`src/hdl/rcs_pkg.sv`:
```
// Shared constants, types and codes of the raycaster column pixel shader.
package rcs_pkg;

    localparam int TEX_SIZE       = 64;
    localparam int SCREEN_ROWS    = 512;
    localparam int SCREEN_COLUMNS = 1024;

    localparam int TEX_AW    = $clog2(TEX_SIZE);
    localparam int TEX_DEPTH = TEX_SIZE * TEX_SIZE;
    localparam int ADDR_W    = 2 * TEX_AW;
    localparam int HALF_ROWS = SCREEN_ROWS / 2;
    localparam int ROW_SH    = $clog2(HALF_ROWS);
    localparam int FRAC_SH   = 16 - TEX_AW;

    // divider operand widths
    localparam int NUM_W = 24;
    localparam int DEN_W = 16;

    // floor(H*65536/(15*D)) == floor(DIM_NUM / k) with D = 2k
    localparam int DIM_NUM = HALF_ROWS * 65536 / 15;

    localparam logic [31:0] SKY_COLOR      = 32'h0087CEEB;
    localparam logic [31:0] WALL_FALLBACK  = 32'h00654321;
    localparam logic [31:0] DOOR_FALLBACK  = 32'h00FF0000;
    localparam logic [31:0] FLOOR_FALLBACK = 32'h00228B22;

    localparam logic [1:0] SURF_WALL  = 2'd0;
    localparam logic [1:0] SURF_DOOR  = 2'd1;
    localparam logic [1:0] SURF_FLOOR = 2'd2;
    localparam logic [1:0] SURF_NONE  = 2'd3;

    localparam logic REQ_LOAD = 1'b0;

    typedef enum logic [2:0] {
        K_DROP,
        K_LOAD,
        K_COLOR,
        K_WALL,
        K_DOOR,
        K_FLOOR
    } kind_t;

    // fields that ride alongside the dividers
    typedef struct packed {
        kind_t              kind;
        logic [1:0]         surface;
        logic [8:0]         row;
        logic [9:0]         column;
        logic [31:0]        word;
        logic               num_neg;
        logic               cos_neg;
        logic               sin_neg;
        logic signed [31:0] px;
        logic signed [31:0] py;
    } side_t;

    typedef struct packed {
        side_t              side;
        logic [NUM_W-1:0]   n_span;
        logic [NUM_W-1:0]   n_x;
        logic [NUM_W-1:0]   n_y;
        logic [DEN_W-1:0]   den;
    } item_t;

    // resolved texel access after the divide
    typedef struct packed {
        kind_t              kind;
        logic [1:0]         surface;
        logic [8:0]         row;
        logic [9:0]         column;
        logic [31:0]        word;
        logic               ok;
        logic [ADDR_W-1:0]  addr;
        logic [15:0]        dim;
    } stg_t;

endpackage

```
`src/hdl/rcs_queue.sv`:
```
// Two-entry queue between the front end and the shading pipeline.
module rcs_queue (
    input  logic            clk,
    input  logic            rst_n,
    input  logic            push,
    input  rcs_pkg::item_t  push_item,
    input  logic            pop,
    output logic            full,
    output logic            avail,
    output rcs_pkg::item_t  head
);

    rcs_pkg::item_t mem_reg [2];
    logic           wr_ptr_reg;
    logic           wr_ptr_next;
    logic           rd_ptr_reg;
    logic           rd_ptr_next;
    logic [1:0]     cnt_reg;
    logic [1:0]     cnt_next;

    assign full  = (cnt_reg == 2'd2);
    assign avail = (cnt_reg != 2'd0);
    assign head  = mem_reg[rd_ptr_reg];

    always_comb
    begin
        wr_ptr_next = push ? !wr_ptr_reg : wr_ptr_reg;
        rd_ptr_next = pop ? !rd_ptr_reg : rd_ptr_reg;
        cnt_next    = cnt_reg + 2'(push) - 2'(pop);
    end

    always_ff @(posedge clk or negedge rst_n)
    begin
        if (!rst_n)
        begin
            wr_ptr_reg <= 1'b0;
            rd_ptr_reg <= 1'b0;
            cnt_reg    <= 2'd0;
        end
        else
        begin
            wr_ptr_reg <= wr_ptr_next;
            rd_ptr_reg <= rd_ptr_next;
            cnt_reg    <= cnt_next;
        end
    end

    always_ff @(posedge clk)
    begin
        if (push)
        begin
            mem_reg[wr_ptr_reg] <= push_item;
        end
    end

endmodule

```
`config.mk`:
```
export PLATFORM = sky130hd
export DESIGN_NAME = rcs_queue
export DESIGN_NICKNAME = d
export VERILOG_FILES = /design/src/hdl/rcs_pkg.sv /design/src/hdl/rcs_queue.sv
export SDC_FILE = /design/constraint.sdc
export NUM_CORES = 1
export LEC_CHECK = 0
export BUFFER_PORTS_ARGS = -buffer_cell sky130_fd_sc_hd__buf_2
export CAP_MARGIN = 20
export CORE_MARGIN = 2
export CORE_UTILIZATION = 55
export CTS_BUF_LIST = sky130_fd_sc_hd__clkbuf_2
export DETAILED_ROUTE_END_ITERATION = 8
export HOLD_SLACK_MARGIN = 0.1
export PLACE_DENSITY = 0.83
export SYNTH_ARGS = -nofsm -noshare
export SYNTH_HDL_FRONTEND = slang
export SYNTH_SLANG_ARGS = --single-unit
```
`constraint.sdc`:
```
create_clock -name clk -period 11.9 [get_ports clk]
set_clock_uncertainty 0.05 [all_clocks]
set_input_delay 2.38 -clock clk [delete_from_list [all_inputs] [get_ports clk]]
set_output_delay 2.38 -clock clk [all_outputs]
set_load 0.005 [all_outputs]
```
==> results of run 1 <==
metrics by stage:
stage,hold WS [ps],utilization (%),setup slack [ps]
final,527,67.5,5940
after floorplan,423,-,3540
after global placement,480,64.3,6640
after detailed placement,516,64.3,6570
after global routing,555,67.5,5680
after CTS,530,67.3,5790
per-layer routing:
layer  global-route usage, %  vias up
li1                        -     3786
met1                    21.8     4062
met2                    36.7      391
met3                    7.30       63
met4                    9.06        6
met5                       0        -
worst reg2reg max path, cell delays in order (launching register included):
cell and delay [ps]:
dfrtp_1 450, nor2b_4 680, buf_4 640, buf_4 920
cell families (layout without fill, tap and decap cells):
| logic type | count (synthesis) | count (layout) |
|---|---|---|
| other | 0 | 14 |
| buffers and inverters | 26 | 602 |
| DFF | 426 | 426 |
| muxes | 211 | 211 |
| xor gates and xnor gates | 3 | 3 |
| adders and majority gates | 2 | 2 |
| and+or+nand+nor | 4 | 4 |
worst max path at each step:
stage | startpoint | end | slack (ps) | cells past startpoint
after floorplan | push | mem_reg[0][0] | 3540 | 1
after global placement | push | mem_reg[0][107] | 6640 | 4
after detailed placement | push | mem_reg[0][72] | 6570 | 4
after CTS | rd_ptr_reg | head[13] | 5790 | 3
after global routing | rd_ptr_reg | head[210] | 5680 | 3
final | rd_ptr_reg | head[17] | 5940 | 3
power groups by stage:
stage	logic [mW]	registers [mW]	clock network (mW)
after floorplan	0.992	2.13	0
after global placement	1.35	2.12	0
after detailed placement	1.37	2.14	0
after CTS	1.38	2.11	0.929
after global routing	1.45	2.13	1.00
final	1.36	2.11	0.891
area by class of cell:
class / instances / area, um2 / share of cell area (%)
Tap cell: 384 / 480 / 2.46
Sequential cell: 426 / 12800 / 65.4
Antenna cell: 14 / 35.0 / 0.179
Timing Repair Buffer: 436 / 2220 / 11.4
Multi-Input combinational cell: 220 / 3150 / 16.1
Clock inverter: 22 / 158 / 0.807
Clock buffer: 142 / 711 / 3.64
Inverter: 2 / 7.51 / 0.0384
synth_stat cells:
master	instances
xor3_1	1
xor2_1	2
ha_1	2
and2_1	1
or2_2	1
buf_2	3
mux2_4	180
inv_1	2
mux2_2	31
edfxtp_1	422
dfrtp_1	4
nor2b_1	2
buf_6	10
buf_12	11
cells in the final DEF (no fill, tap or decap), types with 2 or more instances in the layout:
| master | n |
|---|---|
| mux2_4 | 180 |
| inv_6 | 2 |
| buf_2 | 427 |
| bufinv_16 | 2 |
| ha_1 | 2 |
| clkinv_2 | 3 |
| buf_4 | 8 |
| mux2_2 | 31 |
| diode_2 | 14 |
| dfrtp_1 | 3 |
| clkbuf_2 | 142 |
| xor2_1 | 2 |
| edfxtp_1 | 422 |
| inv_1 | 2 |
| clkinv_1 | 13 |
==> impl_metrics.py, run 1 <==
metrics = {
    "logic_synthesis": {
        "avgSynthCellArea_um2": 24.2,
        "netlist.top_cell.by_area": "edfxtp_1",
        "synth_warnings": 0,
        "syn_inst": 672,
        "synth_mux_area_share_pct": 18.8,
        "synth-xor-area-share_pct": 0.254,
        "synth_area_leaders": "edfxtp_1 (78%), mux2_4 (17%), mux2_2 (2.1%), buf_12 (1.4%), buf_6 (0.69%)",
        "yosysTopAreaCellShare_pct": 77.9,
        "ys_seq_area_share_pct": 78.5,
        "synth_nets": 889,
        "synth-compound-area-share_pct": 0,
        "synthDistinctLibCells": 14,
        "synth_fa_ha_area_share_pct": 0.154,
        "ys_ff_latch": 426,
        "synth_area_um2": 16300,
        "yosys.area_share.simple_pct": 0.154,
        "synth_top_family_by_area": "multiplexers",
    },
    "timing": {
        "finalMaxSlewViolations": 0,
        "worstMarginPinSlew_ps": 1120,
        "min_period_over_period_pct": 50.1,
        "fmax_mhz": 168,
        "tns_ps": 0,
        "rsz0062_at_grt": "false",
        "setup_viol_count_final": 0,
        "fin_crit_ps": 5960,
        "hold_violations": 0,
        "maxSlewHeadroom_pct": 25.2,
    },
    "setup_path": {
        "path_buf_inv": 2,
        "cp_data_arrival_time_ps": 3530,
        "crit_required_ps": 9470,
        "cp_max_fo": 66,
        "worstRegToRegCells": 3,
        "worstPathCellList": "buf_4 -> mux2_2 -> buf_2",
        "critical-path-top-delay-family": "buffers and inverters",
        "r2r_end": "mem_reg[0][107]",
        "critPathMaxStageDelay_ps": 1040,
        "reg2reg_slack_ps": 8720,
        "start_kind": "flop",
        "slowest_stage": "dfrtp_4",
        "cp-end-kind": "output port",
        "r2r-start": "wr_ptr_reg",
        "critPathKind": "flop to output port",
    },
    "pwr": {
        "p_leak_nw": 8.07,
        "peakVddDrop_uv": 146,
        "p_total_mw": 4.36,
        "pwr-share-seq_pct": 48.3,
        "power.internal_mw": 3.10,
        "powerDensity_nw_per_um2": 223,
        "clkPwrFrac_pct": 20.4,
        "switchingPower_mw": 1.26,
        "pwr-share-comb_pct": 31.3,
        "swShare_pct": 28.9,
    },
    "grt": {
        "grt_max_degree": 76,
        "grt_antenna_before_repair": 17,
        "grt_pass1_vias": 8716,
        "grt_pass1_wl_um": 47100,
        "grt_usage_pct": 20.5,
        "grt_overflow": 0,
    },
    "run": {
        "maxCapViolCount": 0,
    },
    "cts": {
        "cts_tree": "done",
        "worstSkewPairLatency_ps": 870,
        "htreeDepth": 3,
        "hold_buffers": 0,
        "post_cts_buffers": 0,
        "cts-root-buf": "clkbuf_2",
        "cts_inserted_buffers": 101,
        "clockBufferDepth": 3,
        "cts_resized": 0,
        "cts.sinks": 426,
        "clkTransAtPathRegs_ps": 90,
    },
    "detailed_routing": {
        "first_pass_iters": 4,
        "routed_wl_um": 32900,
        "wl_met3_um": 2830,
        "dr.first_iter.drc_count": 428,
        "dr_wl_met2_um": 17900,
        "post_drt_wl_per_cell_um": 20.0,
        "drt.antenna.violating_nets": 0,
        "vias": 8308,
        "viasPerCell": 5.05,
        "dr.max_layer_used": "met5",
        "wl_met1_um": 11400,
        "drc": 0,
    },
    "finish": {
        "final_area_um2": 19500,
        "areaGrowthSynthToFinish_pct": 20.1,
        "final_layout_size_suffix_gt1_share_pct": 64.3,
        "final_net_count": 1404,
        "final_cells": 1646,
        "fillers": 1951,
        "largest_register_ff_count": 422,
    },
    "placement": {
        "hpwl_um": 22800,
        "portBuffers": 427,
        "routabilityCongestion": 0.755,
        "placed_cells": 1467,
        "place_area_um2": 18600,
    },
    "floorplanning": {
        "die_h_um": 176,
        "start_util_pct": 56.2,
        "die_area_um2": 31000,
        "rows": 62,
        "die_x_um": 176,
        "core_um2": 28900,
        "io-pin-count": 428,
    },
    "min_path": {
        "hold_path_depth": 1,
        "hp-start": "wr_ptr_reg",
        "min_path_type": "flop to flop",
        "whs_endpoint": "wr_ptr_reg",
    },
    "outcome": {
        "status": "finished clean",
    },
}
No activity file was read; power rests on OpenSTA's default activity.
==> run 2: changes to the inputs <==
--- a/config.mk
+++ b/config.mk
@@ -8,11 +8,11 @@
 export BUFFER_PORTS_ARGS = -buffer_cell sky130_fd_sc_hd__buf_2
 export CAP_MARGIN = 20
 export CORE_MARGIN = 2
-export CORE_UTILIZATION = 55
+export CORE_UTILIZATION = 49
 export CTS_BUF_LIST = sky130_fd_sc_hd__clkbuf_2
 export DETAILED_ROUTE_END_ITERATION = 8
 export HOLD_SLACK_MARGIN = 0.1
-export PLACE_DENSITY = 0.83
+export PLACE_DENSITY = 0.78
 export SYNTH_ARGS = -nofsm -noshare
 export SYNTH_HDL_FRONTEND = slang
 export SYNTH_SLANG_ARGS = --single-unit
==> constraint.sdc (replaced) <==
create_clock -name clk -period 4.9 [get_ports clk]
set_clock_uncertainty 0.05 [all_clocks]
set_input_delay 0.98 -clock clk [delete_from_list [all_inputs] [get_ports clk]]
set_output_delay 0.98 -clock clk [all_outputs]
set_load 0.005 [all_outputs]
==> impl_metrics.py, run 2 (same netlist as run 1, synthesis figures left out) <==
metrics = {
    "timing": {
        "finalMaxSlewViolations": 0,
        "fmax_mhz": 249,
        "rsz0062_at_grt": "false",
        "setup_viol_count_final": 0,
        "tns_ps": 0,
        "min_period_over_period_pct": 82.1,
        "fin_crit_ps": 4020,
        "hold_violations": 0,
        "worst_slack_ps": 876,
        "maxSlewHeadroom_pct": 45.3,
        "worstMarginPinSlew_ps": 821,
    },
    "setup_path": {
        "start_kind": "flop",
        "crit_required_ps": 3870,
        "critPathKind": "flop to output port",
        "cp-end-kind": "output port",
        "cp_data_arrival_time_ps": 2990,
        "cp_max_fo": 62,
    },
    "detailed_routing": {
        "drc": 0,
        "routed_wl_um": 37600,
        "first_pass_iters": 6,
        "post_drt_wl_per_cell_um": 19.5,
        "viasPerCell": 4.79,
        "vias": 9238,
        "drt.antenna.violating_nets": 0,
        "dr.first_iter.drc_count": 446,
    },
    "finish": {
        "final_layout_size_suffix_gt1_share_pct": 54.2,
        "final_area_um2": 21800,
        "layout_common_cells": "buf_2 (427), edfxtp_1 (422), dlygate4sd3_1 (214), mux2_4 (180), clkbuf_2 (145)",
        "final_net_count": 1619,
        "areaGrowthSynthToFinish_pct": 34.1,
        "fillers": 2078,
        "utilization_pct": 66.9,
        "layout_commonest_cell": "buf_2",
        "largest_register_ff_count": 422,
    },
    "placement": {
        "routabilityCongestion": 0.765,
        "portBuffers": 427,
        "hpwl_um": 22200,
        "place_area_um2": 18800,
        "dpl_worst_slack_ps": 1850,
    },
    "floorplanning": {
        "die_h_um": 186,
        "die_area_um2": 34700,
        "rows": 66,
        "core_um2": 32600,
        "io-pin-count": 428,
        "die_x_um": 186,
        "start_util_pct": 49.9,
    },
    "grt": {
        "grt_pass1_vias": 10100,
        "grt_pass1_wl_um": 54200,
        "grt_overflow": 0,
        "met1_usage_pct": 22.3,
        "grt_usage_pct": 21.1,
        "use_met2_pct": 37.5,
        "grt_busiest_layer": "met2",
        "grtUsageMet3_pct": 7.34,
        "grt_max_degree": 121,
        "grt_antenna_before_repair": 4,
    },
    "pwr": {
        "powerDensity_nw_per_um2": 497,
        "p_leak_nw": 9.00,
        "peakVddDrop_uv": 291,
    },
    "cts": {
        "cts_tree": "done",
        "cts.sinks": 426,
        "cts_inserted_buffers": 101,
        "post_cts_buffers": 0,
        "hold_buffers": 214,
        "htreeDepth": 3,
        "worstSkewPairLatency_ps": 970,
        "cts_resized": 0,
        "clkTransAtPathRegs_ps": 100,
        "clockBufferDepth": 3,
        "cts-root-buf": "clkbuf_2",
    },
    "outcome": {
        "status": "finished clean",
    },
    "run": {
        "maxCapViolCount": 0,
    },
    "min_path": {
        "min_path_type": "primary input to flop",
    },
}
[run 2: cell types whose count changed in the layout (fill, tap and decap cells not counted), moves of 2 or more]
cell / before / now
buf_12: 0 / 5
buf_4: 8 / 5
clkbuf_2: 142 / 145
clkinv_1: 13 / 32
diode_2: 14 / 4
dlygate4sd3_1: 0 / 214
inv_2: 0 / 2
inv_6: 2 / 0
[run 2: worst max-delay path, cell delays in order, from the launching register on]
cell,delay (ps)
dfrtp_4,960
buf_12,470
mux2_4,350
buf_2,130
[run 2: per-layer routing]
metal / routed length [um] / share of wire, %
met5: 0 / 0
met4: 1200 / 3.2
met3: 3550 / 9.4
met2: 19500 / 52
met1: 13300 / 36
[run 2: final timing paths]
path / depth (start not counted) / end / slack [ps] / from
min: 1 / mem_reg[1][162] / 260 / push_item[162]
min reg2reg: 1 / wr_ptr_reg / 500 / wr_ptr_reg
max in group asynchronous: 4 / wr_ptr_reg / 3320 / rst_n
max: 3 / head[25] / 880 / rd_ptr_reg
max reg2reg: 2 / mem_reg[1][69] / 2680 / wr_ptr_reg
min in group asynchronous: 3 / cnt_reg[1] / 820 / rst_n
[run 2: final cells by class]
| cell class | count | area [um2] | area share (%) |
|---|---|---|---|
| flip-flops and latches | 426 | 12800 | 58.5 |
| clock inverters | 39 | 180 | 0.826 |
| clock buffers | 145 | 726 | 3.33 |
| multi-input cells | 220 | 3150 | 14.4 |
| inverters | 2 | 7.51 | 0.0344 |
| well taps | 442 | 553 | 2.53 |
| diodes | 4 | 10.0 | 0.0459 |
| repair buffers | 651 | 4420 | 20.2 |
[run 2: power breakdown]
part           internal (mW)  switching, mW
sequential              4.83          0.284
clock                  0.850           1.37
combinational           1.93           1.58
total                   7.61           3.24
[run 2: per-stage QoR]
step | hold WS (ps) | power, mW | cells
5_1_grt | 135 | 11.4 | 1929
2_1_floorplan | 458 | 7.51 | 672
3_3_place_gp | 481 | 8.47 | 1527
6_report | 255 | 10.8 | 1929
4_1_cts | 100 | 10.9 | 1925
3_5_place_dp | 485 | 8.54 | 1527
