## config.mk

```make
export PLATFORM = sky130hd
export DESIGN_NAME = rcs_front_flat
export DESIGN_NICKNAME = d
export VERILOG_FILES = /design/src/hdl/rcs_pkg.sv /design/src/hdl/rcs_req_if.sv /design/src/hdl/rcs_front.sv /design/src/flat_wrapper.sv
export SDC_FILE = /design/constraint.sdc
export NUM_CORES = 1
export LEC_CHECK = 0
export BUFFER_PORTS_ARGS = -buffer_cell sky130_fd_sc_hd__clkbuf_2
export CAP_MARGIN = 20
export CORE_AREA = 2 2 158 160
export DETAILED_ROUTE_END_ITERATION = 8
export DIE_AREA = 0 0 160 162
export PLACE_DENSITY_LB_ADDON = 0.08
export SYNTH_ARGS = -nofsm -noshare
export SYNTH_HDL_FRONTEND = slang
export SYNTH_SLANG_ARGS = --single-unit
```

## constraint.sdc

```tcl
create_clock -name vclk -period 2.9
set_clock_uncertainty 0.15 [all_clocks]
set_input_delay 0 -clock vclk [all_inputs]
set_output_delay 0 -clock vclk [all_outputs]
set_load 0.01 [all_outputs]
```

## src/hdl/rcs_pkg.sv

```systemverilog
// Shared constants, types and codes of the raycaster column pixel shader.
package rcs_pkg;

    localparam int TEX_SIZE       = 64;
    localparam int SCREEN_ROWS    = 512;
    localparam int SCREEN_COLUMNS = 1024;

    localparam int TEX_AW    = $clog2(TEX_SIZE);
    localparam int TEX_DEPTH = TEX_SIZE * TEX_SIZE;
    localparam int ADDR_W    = 2 * TEX_AW;
    localparam int HALF_ROWS = SCREEN_ROWS / 2;
    localparam int ROW_SH    = $clog2(HALF_ROWS);
    localparam int FRAC_SH   = 16 - TEX_AW;

    // divider operand widths
    localparam int NUM_W = 24;
    localparam int DEN_W = 16;

    // floor(H*65536/(15*D)) == floor(DIM_NUM / k) with D = 2k
    localparam int DIM_NUM = HALF_ROWS * 65536 / 15;

    localparam logic [31:0] SKY_COLOR      = 32'h0087CEEB;
    localparam logic [31:0] WALL_FALLBACK  = 32'h00654321;
    localparam logic [31:0] DOOR_FALLBACK  = 32'h00FF0000;
    localparam logic [31:0] FLOOR_FALLBACK = 32'h00228B22;

    localparam logic [1:0] SURF_WALL  = 2'd0;
    localparam logic [1:0] SURF_DOOR  = 2'd1;
    localparam logic [1:0] SURF_FLOOR = 2'd2;
    localparam logic [1:0] SURF_NONE  = 2'd3;

    localparam logic REQ_LOAD = 1'b0;

    typedef enum logic [2:0] {
        K_DROP,
        K_LOAD,
        K_COLOR,
        K_WALL,
        K_DOOR,
        K_FLOOR
    } kind_t;

    // fields that ride alongside the dividers
    typedef struct packed {
        kind_t              kind;
        logic [1:0]         surface;
        logic [8:0]         row;
        logic [9:0]         column;
        logic [31:0]        word;
        logic               num_neg;
        logic               cos_neg;
        logic               sin_neg;
        logic signed [31:0] px;
        logic signed [31:0] py;
    } side_t;

    typedef struct packed {
        side_t              side;
        logic [NUM_W-1:0]   n_span;
        logic [NUM_W-1:0]   n_x;
        logic [NUM_W-1:0]   n_y;
        logic [DEN_W-1:0]   den;
    } item_t;

    // resolved texel access after the divide
    typedef struct packed {
        kind_t              kind;
        logic [1:0]         surface;
        logic [8:0]         row;
        logic [9:0]         column;
        logic [31:0]        word;
        logic               ok;
        logic [ADDR_W-1:0]  addr;
        logic [15:0]        dim;
    } stg_t;

endpackage

```

## src/hdl/rcs_req_if.sv

```systemverilog
// Request channel: texel loads and pixel render requests.
interface rcs_req_if;
    logic               valid;
    logic               ready;
    logic               req_type;
    logic [1:0]         surface;
    logic [8:0]         row;
    logic [9:0]         column;
    logic [31:0]        texel;
    logic signed [15:0] span_start;
    logic signed [15:0] span_end;
    logic [15:0]        wall_height;
    logic signed [15:0] ray_cos;
    logic signed [15:0] ray_sin;
    logic signed [31:0] player_x;
    logic signed [31:0] player_y;

    modport source (
        output valid, req_type, surface, row, column, texel, span_start, span_end,
               wall_height, ray_cos, ray_sin, player_x, player_y,
        input  ready
    );
    modport sink (
        input  valid, req_type, surface, row, column, texel, span_start, span_end,
               wall_height, ray_cos, ray_sin, player_x, player_y,
        output ready
    );
endinterface

```

## src/hdl/rcs_front.sv

```systemverilog
// Front end: accepts request words and classifies them into queue items.
module rcs_front (
    rcs_req_if.sink         req,
    input  logic            full,
    output logic            push,
    output rcs_pkg::item_t  item
);

    assign req.ready = !full;
    assign push      = req.valid && !full;

    always_comb
    begin
        logic signed [17:0] y_s;
        logic signed [17:0] start_s;
        logic signed [17:0] end_s;
        logic signed [17:0] wall_s;
        logic [17:0]        wall_mag;
        logic signed [17:0] door_s;
        logic [11:0]        k;
        logic [15:0]        cos_mag;
        logic [15:0]        sin_mag;

        y_s      = $signed({9'b0, req.row});
        start_s  = {{2{req.span_start[15]}}, req.span_start};
        end_s    = {{2{req.span_end[15]}}, req.span_end};
        wall_s   = y_s - $signed(18'(rcs_pkg::HALF_ROWS))
                 + $signed({3'b0, req.wall_height[15:1]});
        wall_mag = wall_s[17] ? 18'(-wall_s) : 18'(wall_s);
        door_s   = y_s - start_s;
        k        = 12'(req.row) - 12'(rcs_pkg::HALF_ROWS);
        cos_mag  = req.ray_cos[15] ? 16'(-req.ray_cos) : 16'(req.ray_cos);
        sin_mag  = req.ray_sin[15] ? 16'(-req.ray_sin) : 16'(req.ray_sin);

        item              = '0;
        item.side.kind    = rcs_pkg::K_DROP;
        item.side.surface = req.surface;
        item.side.row     = req.row;
        item.side.column  = req.column;
        item.side.px      = req.player_x;
        item.side.py      = req.player_y;
        item.side.cos_neg = req.ray_cos[15];
        item.side.sin_neg = req.ray_sin[15];

        if (req.req_type == rcs_pkg::REQ_LOAD)
        begin
            if (int'(req.row) < rcs_pkg::TEX_SIZE && int'(req.column) < rcs_pkg::TEX_SIZE
                && req.surface != rcs_pkg::SURF_NONE)
            begin
                item.side.kind = rcs_pkg::K_LOAD;
                item.side.word = req.texel;
            end
        end
        else if (int'(req.row) < rcs_pkg::SCREEN_ROWS
                 && int'(req.column) < rcs_pkg::SCREEN_COLUMNS)
        begin
            if (y_s < start_s)
            begin
                item.side.kind = rcs_pkg::K_COLOR;
                item.side.word = rcs_pkg::SKY_COLOR;
            end
            else if (y_s <= end_s)
            begin
                item.den = req.wall_height;
                if (req.wall_height == '0)
                begin
                    item.side.kind = rcs_pkg::K_COLOR;
                    item.side.word = (req.surface == rcs_pkg::SURF_DOOR)
                                   ? rcs_pkg::DOOR_FALLBACK : rcs_pkg::WALL_FALLBACK;
                end
                else if (req.surface == rcs_pkg::SURF_DOOR)
                begin
                    item.side.kind = rcs_pkg::K_DOOR;
                    item.n_span    = rcs_pkg::NUM_W'(door_s[16:0]) << rcs_pkg::TEX_AW;
                end
                else
                begin
                    item.side.kind    = rcs_pkg::K_WALL;
                    item.side.num_neg = wall_s[17];
                    item.n_span       = rcs_pkg::NUM_W'(wall_mag[16:0]) << rcs_pkg::TEX_AW;
                end
            end
            else if (int'(req.row) > rcs_pkg::HALF_ROWS)
            begin
                item.side.kind = rcs_pkg::K_FLOOR;
                item.den       = rcs_pkg::DEN_W'(k);
                item.n_x       = rcs_pkg::NUM_W'(cos_mag) << rcs_pkg::ROW_SH;
                item.n_y       = rcs_pkg::NUM_W'(sin_mag) << rcs_pkg::ROW_SH;
            end
            else
            begin
                item.side.kind = rcs_pkg::K_COLOR;
                item.side.word = rcs_pkg::FLOOR_FALLBACK;
            end
        end
    end

endmodule

```

## src/flat_wrapper.sv

```systemverilog
// flat-port wrapper written by rule: the top's interface ports become plain ports
module rcs_front_flat 
  (full, push, item, req_valid, req_req_type, req_surface, req_row, req_column, req_texel, req_span_start, req_span_end, req_wall_height, req_ray_cos, req_ray_sin, req_player_x, req_player_y, req_ready);
  rcs_req_if req_i ();
  input  logic full;
  output logic push;
  output rcs_pkg::item_t item;
  input wire logic [$bits(req_i.valid)-1:0] req_valid;
  input wire logic [$bits(req_i.req_type)-1:0] req_req_type;
  input wire logic [$bits(req_i.surface)-1:0] req_surface;
  input wire logic [$bits(req_i.row)-1:0] req_row;
  input wire logic [$bits(req_i.column)-1:0] req_column;
  input wire logic [$bits(req_i.texel)-1:0] req_texel;
  input wire logic [$bits(req_i.span_start)-1:0] req_span_start;
  input wire logic [$bits(req_i.span_end)-1:0] req_span_end;
  input wire logic [$bits(req_i.wall_height)-1:0] req_wall_height;
  input wire logic [$bits(req_i.ray_cos)-1:0] req_ray_cos;
  input wire logic [$bits(req_i.ray_sin)-1:0] req_ray_sin;
  input wire logic [$bits(req_i.player_x)-1:0] req_player_x;
  input wire logic [$bits(req_i.player_y)-1:0] req_player_y;
  output wire logic [$bits(req_i.ready)-1:0] req_ready;
  assign req_i.valid = req_valid;
  assign req_i.req_type = req_req_type;
  assign req_i.surface = req_surface;
  assign req_i.row = req_row;
  assign req_i.column = req_column;
  assign req_i.texel = req_texel;
  assign req_i.span_start = req_span_start;
  assign req_i.span_end = req_span_end;
  assign req_i.wall_height = req_wall_height;
  assign req_i.ray_cos = req_ray_cos;
  assign req_i.ray_sin = req_ray_sin;
  assign req_i.player_x = req_player_x;
  assign req_i.player_y = req_player_y;
  assign req_ready = req_i.ready;
  rcs_front u_core (.req(req_i), .full(full), .push(push), .item(item));
endmodule
```

==> metrics.txt, run 1 <==
# TYPE chip_impl_metric gauge
chip_impl_info{name="outcome",value="finished, violations left"} 1
chip_impl_info{name="violations",value="setup timing"} 1
chip_impl_metric{name="area_share_of_fa_ha_maj_cells_after_synthesis",unit="%"} 11.17
chip_impl_metric{name="synth_area",unit="sq mm"} 0.004502
chip_impl_metric{name="number_of_antenna_violations_at_the_first_check_in_global_routing",unit=""} 3
chip_impl_metric{name="detail_route.drc_violations",unit=""} 0
chip_impl_info{name="hold_end",value="item[194]"} 1
chip_impl_metric{name="floorplan.rows",unit=""} 57
chip_impl_metric{name="grt_pass1_wl",unit="um"} 31150
chip_impl_metric{name="detail_route.iter0.violations",unit=""} 145
chip_impl_metric{name="layout.area.seq",unit="sq um"} 0
chip_impl_metric{name="routed-via-count",unit=""} 5853
chip_impl_metric{name="vdd_drop_max",unit="mV"} 0.04673
chip_impl_metric{name="grt_use_total",unit="%"} 14.73
chip_impl_metric{name="totalPowerFinal",unit="uW"} 1403
chip_impl_metric{name="grt_start_max_net_pins",unit=""} 34
chip_impl_metric{name="required",unit="ns"} 2.75
chip_impl_metric{name="place.port_buffers",unit=""} 250
chip_impl_metric{name="detail_route.vias_per_cell",unit=""} 4.336
chip_impl_metric{name="remaining_global_route_overflow",unit=""} 0
chip_impl_metric{name="chipHeight",unit="um"} 162
chip_impl_info{name="timing.critical_path.from_type",value="input port"} 1
chip_impl_info{name="mostFrequentLayoutCells",value="sky130_fd_sc_hd__clkbuf_2 (242), sky130_fd_sc_hd__buf_4 (128), sky130_fd_sc_hd__dlygate4sd3_1 (70)"} 1
chip_impl_metric{name="final.clkbuf_count",unit=""} 0
chip_impl_metric{name="die_width",unit="um"} 160
chip_impl_metric{name="synth.distinct_cells",unit=""} 66
chip_impl_metric{name="netlist_instances",unit=""} 682
chip_impl_metric{name="synth-seq-area-share",unit="%"} 0
chip_impl_metric{name="synth_compound_gate_area_share",unit="%"} 25.49
chip_impl_metric{name="netlist.area_leader.share",unit="%"} 18.34
chip_impl_metric{name="yosys-mux-area-fraction",unit="%"} 0.9172
chip_impl_metric{name="final_cycle_utilization_of_the_critical_path",unit="%"} 100.0
chip_impl_metric{name="power_density",unit="mW/mm^2"} 188.8
chip_impl_metric{name="dp_hpwl",unit="um"} 18020
chip_impl_metric{name="nFlopsAndLatches",unit=""} 0
chip_impl_metric{name="synth.yosys.warnings",unit=""} 0
chip_impl_metric{name="postPlaceCellArea",unit="sq mm"} 0.006197
chip_impl_metric{name="initial_core_util",unit="%"} 18.68
chip_impl_metric{name="finish.instance_area",unit="sq mm"} 0.007430
chip_impl_metric{name="coreArea",unit="sq mm"} 0.02411
chip_impl_metric{name="worst_pin_slew",unit="ns"} 0.8436
chip_impl_metric{name="syn_avg_cell_area",unit="sq um"} 6.601
chip_impl_info{name="path_class",value="in2out"} 1
chip_impl_metric{name="p_leak",unit="uW"} 0.003789
chip_impl_metric{name="yosys.area_share.xor_xnor",unit="%"} 11.28
chip_impl_info{name="hold_path.startpoint",value="req_column[7]"} 1
chip_impl_metric{name="final_net_count",unit=""} 1265
chip_impl_metric{name="timing.final.crit_period",unit="ns"} 2.900
chip_impl_metric{name="final_antenna_net_count",unit=""} 0
chip_impl_info{name="post_synth_main_area_contributors",value="sky130_fd_sc_hd__buf_4 (18%), sky130_fd_sc_hd__ha_1 (10%), sky130_fd_sc_hd__xor2_1 (7.0%)"} 1
chip_impl_metric{name="drt-pass1-iter-count",unit=""} 4
chip_impl_info{name="grt_setup_unrepaired",value="true"} 1
chip_impl_metric{name="grt_pass1_vias",unit=""} 5743
chip_impl_metric{name="timing.final.max_slew_violations",unit=""} 0
chip_impl_metric{name="syn2layout_area_growth",unit="%"} 65.04
chip_impl_info{name="largest_family_of_logic_cells_by_synthesized_area",value="simple AND/OR/NAND/NOR gates"} 1
chip_impl_metric{name="final_layout_size_suffix_gt1_share",unit="%"} 44.04
chip_impl_metric{name="maxCapViolCount",unit=""} 0
chip_impl_metric{name="peak_clock_frequency_supported_by_timing",unit="MHz"} 344.8
chip_impl_info{name="final_common_cell",value="sky130_fd_sc_hd__clkbuf_2"} 1
chip_impl_info{name="critPathCaptureType",value="output pin"} 1
chip_impl_metric{name="drt-total-wl",unit="um"} 21290
chip_impl_metric{name="total_of_fill_cells_in_the_finished_design",unit=""} 2747
chip_impl_metric{name="worst-endpoint-arrival",unit="ns"} 2.75
chip_impl_metric{name="holdWs",unit="ns"} 0.05255
chip_impl_metric{name="placer_s_final_routability_congestion_estimate",unit=""} 0.7795
chip_impl_metric{name="final_number_of_hold_violating_endpoints",unit=""} 0
chip_impl_metric{name="detail_route.wl_per_cell",unit="um"} 15.77
chip_impl_info{name="synth_largest_area_cell",value="sky130_fd_sc_hd__buf_4"} 1
chip_impl_metric{name="critical_path.max_fanout",unit=""} 6
chip_impl_metric{name="ioPinCount",unit=""} 413
chip_impl_metric{name="synth-simple-area-share",unit="%"} 27.79
chip_impl_metric{name="fp.dieArea",unit="sq mm"} 0.02592
chip_impl_metric{name="timing.slew.headroom",unit="%"} 43.76
chip_impl_info{name="hp-class",value="in2out"} 1
chip_impl_metric{name="setup_ws",unit="ns"} -0.0003655
chip_impl_metric{name="setup_viol",unit=""} 1
chip_impl_metric{name="whs_path_depth",unit=""} 2
[logic make-up (layout without fill, tap and decap cells)]
kind of cell | after synthesis | after routing
buf+inv | 168 | 488
mux | 4 | 4
compound gates | 162 | 162
simple gates | 250 | 250
xor+xnor | 58 | 58
other cells | 1 | 25
fa+ha+maj | 39 | 39
[power breakdown]
part | switching [uW] | internal, uW
clock | 0 | 0.0000924
combinational | 715 | 688
sequential | 0 | 0
total | 715 | 688
[worst max-delay path, cell delays in order]
cell and delay, ns:
sky130_fd_sc_hd__clkbuf_2 0.14, sky130_fd_sc_hd__buf_4 0.21, sky130_fd_sc_hd__ha_4 0.30, sky130_fd_sc_hd__o211ai_1 0.10, sky130_fd_sc_hd__a2111o_1 0.47, sky130_fd_sc_hd__a211oi_2 0.26, sky130_fd_sc_hd__o21a_2 0.23, sky130_fd_sc_hd__and3_4 0.21
sky130_fd_sc_hd__nand2_1 0.06, sky130_fd_sc_hd__or4_4 0.49, sky130_fd_sc_hd__o311ai_4 0.09, sky130_fd_sc_hd__buf_2 0.17
[worst max-delay path by stage]
stage	slack, ns	from	end
3_5_place_dp	-0.27	req_row[0]	item[85]
2_1_floorplan	0.06	req_row[8]	item[85]
4_1_cts	-0.08	req_wall_height[1]	item[85]
5_1_grt	-0.14	req_wall_height[1]	item[85]
3_3_place_gp	-0.27	req_row[0]	item[85]
6_report	-0.0004	req_row[6]	item[84]
[area by class of cell]
type / instances / area [sq um] / share of cell area, %
diodes: 2 / 5.005 / 0.06736
inverters: 36 / 137.6 / 1.852
multi-input cells: 536 / 3921 / 52.78
well taps: 324 / 405.4 / 5.456
repair buffers: 452 / 2960 / 39.85
[synthesized netlist by cell type (all sizes together), types with 2 or more instances]
master,instances
a211o,6
a211oi,14
a21boi,2
a21o,14
a21oi,27
a22o,6
a31o,2
and2,19
and3,13
buf,114
clkbuf,18
fa,2
ha,37
inv,36
mux2i,3
nand2,55
nand2b,9
nand3,10
nand4,6
nand4b,2
nor2,69
nor2b,11
nor3,16
nor4,17
o2111a,2
o211a,3
o211ai,13
o21a,6
o21ai,34
o31ai,11
o41ai,6
or2,4
or3,9
or3b,2
or4,6
xnor2,22
xor2,36
[repair_timing]
item	CTS	global route
pin swaps	13	33
buffers inserted	5	12
endpoints found under the hold margin	70	0
hold buffers	70	0
endpoints found under the setup margin	12	22
gates resized for setup	26	54
gates cloned	0	1
[metal layers]
metal / GRT usage [%] / wire length, um / vias to the layer above
met3: 2.554 / 1424 / 2
met4: 0 / 2 / 2
met5: 0 / 12 / -
met2: 28.53 / 11040 / 224
li1: - / - / 2975
met1: 18.03 / 8816 / 2650
[stage by stage]
stage	std cells	setup WS, ns	utilization, %	setup TNS (ns)
2_1_floorplan	704	0.05900	-	0
3_3_place_gp	1261	-0.2678	25.71	-1.976
3_5_place_dp	1261	-0.2733	25.71	-1.574
4_1_cts	1336	-0.08245	29.39	-0.09897
5_1_grt	1348	-0.1399	30.80	-0.4381
6_report	1350	-0.0003655	30.82	-0.0003655
No activity file was read; power rests on OpenSTA's default activity.
==> inputs of run 2 (changes only) <==
--- a/config.mk
+++ b/config.mk
@@ -10,7 +10,6 @@
 export CORE_AREA = 2 2 158 160
 export DETAILED_ROUTE_END_ITERATION = 8
 export DIE_AREA = 0 0 160 162
-export PLACE_DENSITY_LB_ADDON = 0.08
 export SYNTH_ARGS = -nofsm -noshare
 export SYNTH_HDL_FRONTEND = slang
 export SYNTH_SLANG_ARGS = --single-unit
==> run 2 against run 1 <==
The flow now finishes without violations. Worst setup slack better by 0.034 ns. Critical path depth is 1 higher. Wire length is 0.48% higher. Critical path type unchanged. Largest cell class unchanged.
==> metrics.txt, run 2 (synthesized netlist as in run 1, its figures left out) <==
# TYPE chip_impl_metric gauge
chip_impl_metric{name="final.clkbuf_count",unit=""} 0
chip_impl_metric{name="grt_pass1_vias",unit=""} 5698
chip_impl_metric{name="dp_hpwl",unit="um"} 17670
chip_impl_metric{name="place_ws",unit="ns"} -0.2390
chip_impl_metric{name="required",unit="ns"} 2.75
chip_impl_metric{name="final_net_count",unit=""} 1248
chip_impl_metric{name="finalCoreUtilization",unit="%"} 30.21
chip_impl_metric{name="grt_pass1_wl",unit="um"} 31060
chip_impl_metric{name="timing.final.crit_period",unit="ns"} 2.866
chip_impl_info{name="outcome",value="finished clean"} 1
chip_impl_info{name="final_common_cell",value="sky130_fd_sc_hd__clkbuf_2"} 1
chip_impl_metric{name="vdd_drop_max",unit="mV"} 0.06601
chip_impl_metric{name="ioPinCount",unit=""} 413
chip_impl_metric{name="detail_route.vias_per_cell",unit=""} 4.519
chip_impl_metric{name="remaining_global_route_overflow",unit=""} 0
chip_impl_metric{name="die_width",unit="um"} 160
chip_impl_metric{name="setup_ws",unit="ns"} 0.03400
chip_impl_metric{name="grt_start_max_net_pins",unit=""} 34
chip_impl_metric{name="power_density",unit="mW/mm^2"} 188.5
chip_impl_metric{name="nFlopsAndLatches",unit=""} 0
chip_impl_metric{name="setup_viol",unit=""} 0
chip_impl_metric{name="layout.area.seq",unit="sq um"} 0
chip_impl_info{name="critPathCaptureType",value="output pin"} 1
chip_impl_metric{name="routed-via-count",unit=""} 6028
chip_impl_metric{name="initial_core_util",unit="%"} 18.68
chip_impl_metric{name="drt-pass1-iter-count",unit=""} 5
chip_impl_metric{name="grt_use_total",unit="%"} 14.90
chip_impl_info{name="grt_setup_unrepaired",value="true"} 1
chip_impl_metric{name="final_cycle_utilization_of_the_critical_path",unit="%"} 98.83
chip_impl_metric{name="timing.slew.headroom",unit="%"} 61.95
chip_impl_metric{name="syn2layout_area_growth",unit="%"} 61.76
chip_impl_metric{name="multi_input_comb_area",unit="sq mm"} 0.003886
chip_impl_metric{name="drt-total-wl",unit="um"} 21390
chip_impl_metric{name="total_of_fill_cells_in_the_finished_design",unit=""} 2680
chip_impl_info{name="path_class",value="in2out"} 1
chip_impl_metric{name="floorplan.rows",unit=""} 57
chip_impl_metric{name="peak_clock_frequency_supported_by_timing",unit="MHz"} 348.9
chip_impl_metric{name="timing.final.max_slew_violations",unit=""} 0
chip_impl_metric{name="final_antenna_net_count",unit=""} 0
chip_impl_metric{name="fp.dieArea",unit="sq mm"} 0.02592
chip_impl_metric{name="p_leak",unit="uW"} 0.003702
chip_impl_metric{name="final_number_of_hold_violating_endpoints",unit=""} 0
chip_impl_metric{name="detail_route.drc_violations",unit=""} 0
chip_impl_metric{name="maxCapViolCount",unit=""} 0
chip_impl_metric{name="number_of_antenna_violations_at_the_first_check_in_global_routing",unit=""} 5
chip_impl_metric{name="detail_route.wl_per_cell",unit="um"} 16.04
chip_impl_info{name="hp-class",value="in2out"} 1
chip_impl_metric{name="detail_route.iter0.violations",unit=""} 307
chip_impl_info{name="timing.critical_path.from_type",value="input port"} 1
chip_impl_metric{name="worst-endpoint-arrival",unit="ns"} 2.72
chip_impl_metric{name="chipHeight",unit="um"} 162
chip_impl_metric{name="placer_s_final_routability_congestion_estimate",unit=""} 0.8854
chip_impl_metric{name="final_layout_size_suffix_gt1_share",unit="%"} 43.00
chip_impl_metric{name="worst_pin_slew",unit="ns"} 0.5656
chip_impl_metric{name="place.port_buffers",unit=""} 250
chip_impl_metric{name="coreArea",unit="sq mm"} 0.02411
chip_impl_metric{name="critical_path.max_fanout",unit=""} 4
chip_impl_info{name="mostFrequentLayoutCells",value="sky130_fd_sc_hd__clkbuf_2 (246), sky130_fd_sc_hd__buf_4 (113), sky130_fd_sc_hd__dlygate4sd3_1 (70)"} 1
-- run 2: layout make-up --
cell class / count / area share [%]
diodes: 3 / 0.1031
repair buffers: 435 / 39.07
multi-input cells: 536 / 53.37
inverters: 36 / 1.890
well taps: 324 / 5.567
-- run 2: what timing repair did --
item,4_1_cts,5_1_grt
hold buffers,70,0
endpoints found under the setup margin,14,43
setup buffers,6,2
gates resized for setup,43,33
pin swaps,13,22
hold endpoints to repair,70,0
-- run 2: layer usage --
layer	vias to the layer above	GRT usage (%)	wire [um]
li1	2942	-	-
met1	2772	17.11	8341
met2	279	28.53	10940
met3	31	2.758	1533
met4	4	3.358	553
met5	-	0	30
-- run 2: power breakdown --
| part | total [uW] | internal, uW | switching [uW] |
|---|---|---|---|
| clock | 0.000138 | 0.000138 | 0 |
| combinational | 1370 | 656 | 716 |
| sequential | 0 | 0 | 0 |
| total | 1370 | 656 | 716 |
-- run 2: path summary, 6_finish.rpt --
path | to | cells after the start | slack [ns] | from
max | item[85] | 13 | 0.03 | req_row[1]
min | item[196] | 2 | 0.05 | req_column[9]
-- run 2: metrics by stage --
step	power, uW	TNS (ns)	std cells	hold WS, ns	instance area (sq um)
3_5_place_dp	1131	-2.122	1252	-0.1499	6130
4_1_cts	1318	0	1328	0.05365	7098
3_3_place_gp	1125	-1.784	1252	-0.1499	6130
2_1_floorplan	732.9	0	704	-0.1065	4589
5_1_grt	1496	-0.2032	1332	0.06326	7277
6_report	1373	0	1334	0.05305	7282
-- run 2: critical path: stages --
cell and delay [ns]:
sky130_fd_sc_hd__clkbuf_2 0.18, sky130_fd_sc_hd__inv_1 0.10, sky130_fd_sc_hd__fa_2 0.37, sky130_fd_sc_hd__nand2b_4 0.17, sky130_fd_sc_hd__a21o_1 0.18, sky130_fd_sc_hd__a211o_1 0.27, sky130_fd_sc_hd__o221ai_2 0.20, sky130_fd_sc_hd__o21ai_1 0.13
sky130_fd_sc_hd__nor4_1 0.28, sky130_fd_sc_hd__buf_4 0.16, sky130_fd_sc_hd__mux2_2 0.35, sky130_fd_sc_hd__nor3_4 0.17, sky130_fd_sc_hd__buf_2 0.16
==> inputs of run 3 (changes only) <==
--- a/config.mk
+++ b/config.mk
@@ -5,11 +5,12 @@
 export SDC_FILE = /design/constraint.sdc
 export NUM_CORES = 1
 export LEC_CHECK = 0
-export BUFFER_PORTS_ARGS = -buffer_cell sky130_fd_sc_hd__clkbuf_2
 export CAP_MARGIN = 20
-export CORE_AREA = 2 2 158 160
+export CORE_AREA = 2 2 159 161
 export DETAILED_ROUTE_END_ITERATION = 8
-export DIE_AREA = 0 0 160 162
+export DIE_AREA = 0 0 161 163
+export DONT_BUFFER_PORTS = 1
+export SETUP_SLACK_MARGIN = 0.2
 export SYNTH_ARGS = -nofsm -noshare
 export SYNTH_HDL_FRONTEND = slang
 export SYNTH_SLANG_ARGS = --single-unit
==> run 3 against run 2 <==
Die area rose by 1.2%. Critical path depth is 1 lower. Via count shrank 15%. Combinational power shrank 14%. Critical endpoint is now item[84]. First-iteration DRC count decreased by 29%. The run now ends with hold timing left. Sequential share of layout area stayed put. Hold slack got worse by 0.054 ns. Design area fell by 15%. Flip-flop and latch count unchanged. Clock-buffer cell count is the same.
==> metrics.txt, run 3 (synthesized netlist as in run 1, its figures left out) <==
# TYPE chip_impl_metric gauge
chip_impl_metric{name="crit_path_max_incr_delay",unit="ns"} 0.51
chip_impl_metric{name="timing.final.max_slew_violations",unit=""} 0
chip_impl_info{name="grt_setup_unrepaired",value="true"} 1
chip_impl_metric{name="fp.dieArea",unit="sq mm"} 0.02624
chip_impl_metric{name="chipHeight",unit="um"} 163
chip_impl_metric{name="placer_s_final_routability_congestion_estimate",unit=""} 0.8189
chip_impl_metric{name="final.clkbuf_count",unit=""} 0
chip_impl_metric{name="drt-total-wl",unit="um"} 19090
chip_impl_metric{name="power_density",unit="mW/mm^2"} 190.5
chip_impl_info{name="final_common_cell",value="sky130_fd_sc_hd__dlygate4sd3_1"} 1
chip_impl_info{name="mostFrequentLayoutCells",value="sky130_fd_sc_hd__dlygate4sd3_1 (110), sky130_fd_sc_hd__buf_4 (71), sky130_fd_sc_hd__nor2_1 (69)"} 1
chip_impl_metric{name="remaining_global_route_overflow",unit=""} 0
chip_impl_metric{name="final_net_count",unit=""} 999
chip_impl_metric{name="worst_pin_slew",unit="ns"} 1.005
chip_impl_info{name="hp-class",value="in2out"} 1
chip_impl_metric{name="dp_hpwl",unit="um"} 14780
chip_impl_metric{name="critical_path.max_fanout",unit=""} 9
chip_impl_metric{name="initial_core_util",unit="%"} 18.25
chip_impl_metric{name="detail_route.drc_violations",unit=""} 0
chip_impl_metric{name="number_of_antenna_violations_at_the_first_check_in_global_routing",unit=""} 0
chip_impl_metric{name="routed-via-count",unit=""} 5095
chip_impl_metric{name="nFlopsAndLatches",unit=""} 0
chip_impl_metric{name="grt_start_max_net_pins",unit=""} 34
chip_impl_metric{name="setup_viol",unit=""} 0
chip_impl_metric{name="drt-pass1-iter-count",unit=""} 4
chip_impl_metric{name="required",unit="ns"} 2.75
chip_impl_metric{name="finish.instance_area",unit="sq mm"} 0.006205
chip_impl_metric{name="holdWs",unit="ns"} -0.0009651
chip_impl_metric{name="vdd_drop_max",unit="mV"} 0.06403
chip_impl_metric{name="worst-endpoint-arrival",unit="ns"} 2.58
chip_impl_metric{name="coreArea",unit="sq mm"} 0.02467
chip_impl_metric{name="final_number_of_hold_violating_endpoints",unit=""} 3
chip_impl_info{name="critPathCaptureType",value="output pin"} 1
chip_impl_metric{name="place.port_buffers",unit=""} 0
chip_impl_metric{name="detail_route.iter0.violations",unit=""} 218
chip_impl_info{name="outcome",value="finished, violations left"} 1
chip_impl_metric{name="peak_clock_frequency_supported_by_timing",unit="MHz"} 366.5
chip_impl_metric{name="timing.final.crit_period",unit="ns"} 2.728
chip_impl_metric{name="critical_path_buf_inv_count",unit=""} 3
chip_impl_metric{name="final_layout_size_suffix_gt1_share",unit="%"} 19.00
chip_impl_metric{name="grt_pass1_wl",unit="um"} 26730
chip_impl_metric{name="finalCoreUtilization",unit="%"} 25.15
chip_impl_metric{name="detail_route.vias_per_cell",unit=""} 4.683
chip_impl_metric{name="layout.area.seq",unit="sq um"} 0
chip_impl_metric{name="detail_route.wl_per_cell",unit="um"} 17.55
chip_impl_metric{name="total_of_fill_cells_in_the_finished_design",unit=""} 2697
chip_impl_info{name="violations",value="hold timing"} 1
chip_impl_metric{name="die_width",unit="um"} 161
chip_impl_info{name="worst_path_dominant_cell_family",value="simple AND/OR/NAND/NOR gates"} 1
chip_impl_metric{name="grt_use_total",unit="%"} 12.84
chip_impl_metric{name="maxCapViolCount",unit=""} 0
chip_impl_metric{name="antennaDiodeCount",unit=""} 0
chip_impl_info{name="cp_slowest_cell",value="sky130_fd_sc_hd__or4_4"} 1
chip_impl_metric{name="final_antenna_net_count",unit=""} 0
chip_impl_metric{name="syn2layout_area_growth",unit="%"} 37.83
chip_impl_metric{name="timing.slew.headroom",unit="%"} 32.99
chip_impl_metric{name="postPlaceCellArea",unit="sq mm"} 0.004607
chip_impl_metric{name="grt_pass1_vias",unit=""} 4944
chip_impl_metric{name="ioPinCount",unit=""} 413
chip_impl_info{name="timing.critical_path.from_type",value="input port"} 1
chip_impl_metric{name="p_leak",unit="uW"} 0.002640
chip_impl_metric{name="floorplan.rows",unit=""} 58
chip_impl_info{name="cp_cell_sequence",value="clkinvlp_4 -> ha_4 -> buf_4 -> nand2_1 -> o21ai_0 -> nor3_1 -> and3_1 -> o21ai_2 -> nor4_4 -> or4_4 -> o311ai_4 -> buf_6"} 1
chip_impl_metric{name="final_cycle_utilization_of_the_critical_path",unit="%"} 94.08
chip_impl_info{name="path_class",value="in2out"} 1
run 3: where the power goes:
| group | internal (uW) | total (uW) | leakage [uW] | switching, uW |
|---|---|---|---|---|
| clock | 0 | 0 | 0 | 0 |
| sequential | 0 | 0 | 0 | 0 |
| combinational | 561 | 1180 | 0.00264 | 621 |
run 3: final cells by class:
class | instances | area (sq um) | share of cell area [%]
tap | 330 | 412.9 | 6.655
timing repair buffer | 186 | 1708 | 27.53
inverter | 36 | 138.9 | 2.238
multi-input combinational | 536 | 3945 | 63.58
run 3: path summary, 6_finish.rpt:
check                    start         to  depth (start not counted)
setup / recovery    req_row[8]   item[84]                         12
hold / removal    req_texel[2]  item[157]                          1
run 3: metal layers:
layer	part of all wire (%)	global-route usage [%]	vias to the layer above
li1	-	-	2446
met1	39	15.28	2351
met2	51	23.94	276
met3	7.4	1.833	22
met4	2.6	3.571	0
met5	0	0	-
run 3: repair_timing:
item	CTS	global route
pin swaps	13	25
hold endpoints to repair	109	0
gates cloned	0	1
setup buffers	8	5
hold buffers	110	0
setup endpoints to repair	14	57
resized for setup	28	44
run 3: per-stage QoR:
step	TNS (ns)	instances	hold slack (ns)	setup slack (ns)	power (uW)
global placement	-0.3007	964	-0.1499	-0.3002	847.8
CTS	0	1082	0.0001703	0.1463	1079
floorplan	0	704	-0.1065	0.2018	740.8
finish	0	1088	-0.0009651	0.1716	1182
detailed placement	-0.2315	964	-0.1499	-0.2147	850.2
global route	0	1088	0.002636	0.06030	1290
